**src/design/mfl_ram.sv**
```systemverilog
// Generic single-write, single-read RAM with a registered read port.
// Depends on nothing.
module mfl_ram #(
  parameter int W = 8,
  parameter int D = 16
) (
  input  logic                 clk,
  input  logic                 we,
  input  logic [$clog2(D)-1:0] waddr,
  input  logic [W-1:0]         wdata,
  input  logic [$clog2(D)-1:0] raddr,
  output logic [W-1:0]         rdata
);

  logic [W-1:0] mem [D];

  always_ff @(posedge clk) begin
    if (we) begin
      mem[waddr] <= wdata;
    end
    rdata <= mem[raddr];
  end

endmodule

```
**config.mk**
```make
export PLATFORM = sky130hd
export DESIGN_NAME = mfl_ram
export DESIGN_NICKNAME = d
export VERILOG_FILES = /design/src/design/mfl_ram.sv
export SDC_FILE = /design/constraint.sdc
export NUM_CORES = 1
export LEC_CHECK = 0
export BUFFER_PORTS_ARGS = -buffer_cell sky130_fd_sc_hd__buf_2
export CELL_PAD_IN_SITES_DETAIL_PLACEMENT = 1
export CELL_PAD_IN_SITES_GLOBAL_PLACEMENT = 1
export CORE_UTILIZATION = 57
export DETAILED_ROUTE_END_ITERATION = 16
export PLACE_DENSITY_LB_ADDON = 0.1
export SLEW_MARGIN = 5
export SYNTH_ARGS = -nofsm -noshare
export SYNTH_HDL_FRONTEND = slang
export SYNTH_SLANG_ARGS = --single-unit
```
**constraint.sdc**
```tcl
create_clock -name clk -period 5.2 [get_ports clk]
set_input_delay 0.78 -clock clk [delete_from_list [all_inputs] [get_ports clk]]
set_output_delay 0.78 -clock clk [all_outputs]
set_load 0.02 [all_outputs]
```
==> out/results.ini <==
[synthesis]
synth_enable_flop_cells=128
yosys.area.top_type_share=0.747
synth_ff_type=edfxtp_1
synth_most_common_cell=edfxtp_1
synth_cells=229
yosysUniqueCellTypes=19
synth_area_leader_cell=edfxtp_1
synth.area.top_cells=edfxtp_1 (75%), mux4_2 (7.9%), mux4_1 (7.1%), dfxtp_1 (3.1%), a22oi_1 (2.3%)
ys_top_cells_by_count=edfxtp_1 (128), mux4_2 (18), a22oi_1 (16)
async_flop_share=0
syn-cell-area_um2=5150
synth_nets=247
synth-seq-cells=136
yosysSeqAreaShare=0.778
syn_avg_cell_area_um2=22.5
yosys_warnings=0

[sta]
setup_viol=0
tns_ps=0
rsz0062_at_grt=false
drv_slew=0
min_period_ps=2280
max_freq_ghz=0.438
worstMarginPinSlew_ps=1080
max_slew_margin=0.281
finalHoldViolations=0
skew_ps=10.2
min_period_over_period=0.439

[detailed_routing]
drt_iter0_markers=156
postRouteWirelength_um=11000
vias_per_cell=6.31
drtPass1Iterations=4
wl_per_cell_um=28.7
final_antenna_net_count=0
vias=2429
drc_errors=0

[critical_path]
worstPathCellList=buf_2, mux4_1, a22oi_1, nand2_1
reg2reg_slack_ps=3790
cpPeakStageDelay_ps=790
cp_top_family=buffers and inverters
crit_buf_inv=1
cp.arrival_ps=2670
worstSetupEndpointType=register
crit_slowest_cell=buf_2
cp_max_fo=32
crit_required_ps=5590
critPathLaunchType=primary input
criticalPathCategory=primary input to register

[floorplanning]
num_rows=34
ios=26
die_h_um=97.0
core_um2=8720
die_w_um=97.0
dieArea_um2=9410
initial_core_util=0.590

[power]
p_leak_nw=1.99
ir_drop_uv=189
power.density_nw_per_um2=434

[placed_design]
io_buffer_count=25
place_inst=353
gp_congestion=0.719
dp_hpwl_um=6360

[job]
maxCapViolCount=0

[cts]
clk_latency_ps=510
cts_resized=0
cts_root_buf=clkbuf_8
cts_made_buffers=17
cts_max_level=4
cts_tree=done
clock_sinks=136
postCtsSetupRepairBufs=0
path_clk_slew_ps=60
postCtsHoldBufs=0
clockBufferDepth=2

[grt]
grt_pass1_vias=2646
grt_use_total=0.257
grt_pass1_wl_um=16700
antenna_found_initial=0
gr-total-overflow=0
grt_max_degree=33

[finish]
layout.cells.non_filler=385
drive_above_1_share=0.282
diodes=0
fill_cells=667
syn_to_final_growth_pct=15.7
fin_nets=282

[hold_path]
hp-class=primary input to register

[outcome]
outcome=finished clean

cell families after synthesis:
logic type / count (synthesis) / share of synthesized area
AOI/OAI and AO/OA: 16 / 0.0233
buffers and inverters: 10 / 0.0168
DFF: 136 / 0.778
muxes: 32 / 0.150
and+or+nand+nor: 35 / 0.0318
per-stage QoR:
step	util	hold slack [ps]	total power [W]	setup slack (ps)	instance area, um2
global placement	0.612	646	0.00137	2320	5340
CTS	0.682	630	0.00260	2840	5950
floorplan	-	629	0.00132	2930	5150
detailed placement	0.612	661	0.00137	2290	5340
finish	0.683	651	0.00259	2920	5960
global route	0.683	644	0.00265	2800	5960
worst reg2reg max path: stages (launching register included):
cell and delay (ps):
edfxtp_1 370, mux4_1 510, a22oi_1 320, nand2_1 90
layout by cell type (no fill, tap or decap), types with 3 or more instances in the layout:
cell	n
edfxtp_1	128
buf_2	25
mux4_2	18
a22oi_1	16
clkbuf_16	16
mux4_1	14
nor2_1	13
nand2_1	9
dfxtp_1	8
bufinv_16	4
clkinvlp_4	4
nor3_2	3
area by class of cell:
cell class | instances | area, um2 | share of cell area
multi-input cells | 83 | 1070 | 0.180
well taps | 108 | 135 | 0.0227
clock buffers | 20 | 435 | 0.0731
repair buffers | 26 | 133 | 0.0223
clock inverters | 12 | 178 | 0.0298
flip-flops and latches | 136 | 4000 | 0.672
report_power, final:
| part | switching (W) | internal, W | leakage (nW) | total [W] |
|---|---|---|---|---|
| Sequential | 0.00000913 | 0.00123 | 1.22 | 0.00124 |
| Clock | 0.000442 | 0.000791 | 0.287 | 0.00123 |
| Combinational | 0.0000739 | 0.0000439 | 0.479 | 0.000118 |
| Total | 0.000525 | 0.00206 | 1.99 | 0.00259 |
sequential cells by signal, indices dropped and copies added (netlist names):
| name | cells |
|---|---|
| mem | 128 |
| rdata | 8 |
layer usage:
metal / GRT usage / routed length (um) / vias to the layer above
met2: 0.390 / 5600 / 95
met4: 0.115 / 137 / 0
met1: 0.356 / 4640 / 1279
li1: - / - / 1043
met3: 0.0679 / 675 / 12
met5: 0 / 0 / -
worst paths after layout:
path	startpoint	endpoint	depth (start not counted)
hold / removal	wdata[3]	mem[7][3]	1
hold reg to reg	mem[12][2]	rdata[2]	3
setup / recovery	raddr[0]	rdata[5]	4
setup reg to reg	mem[2][5]	rdata[5]	3
Power figures use the tool's default switching activity.
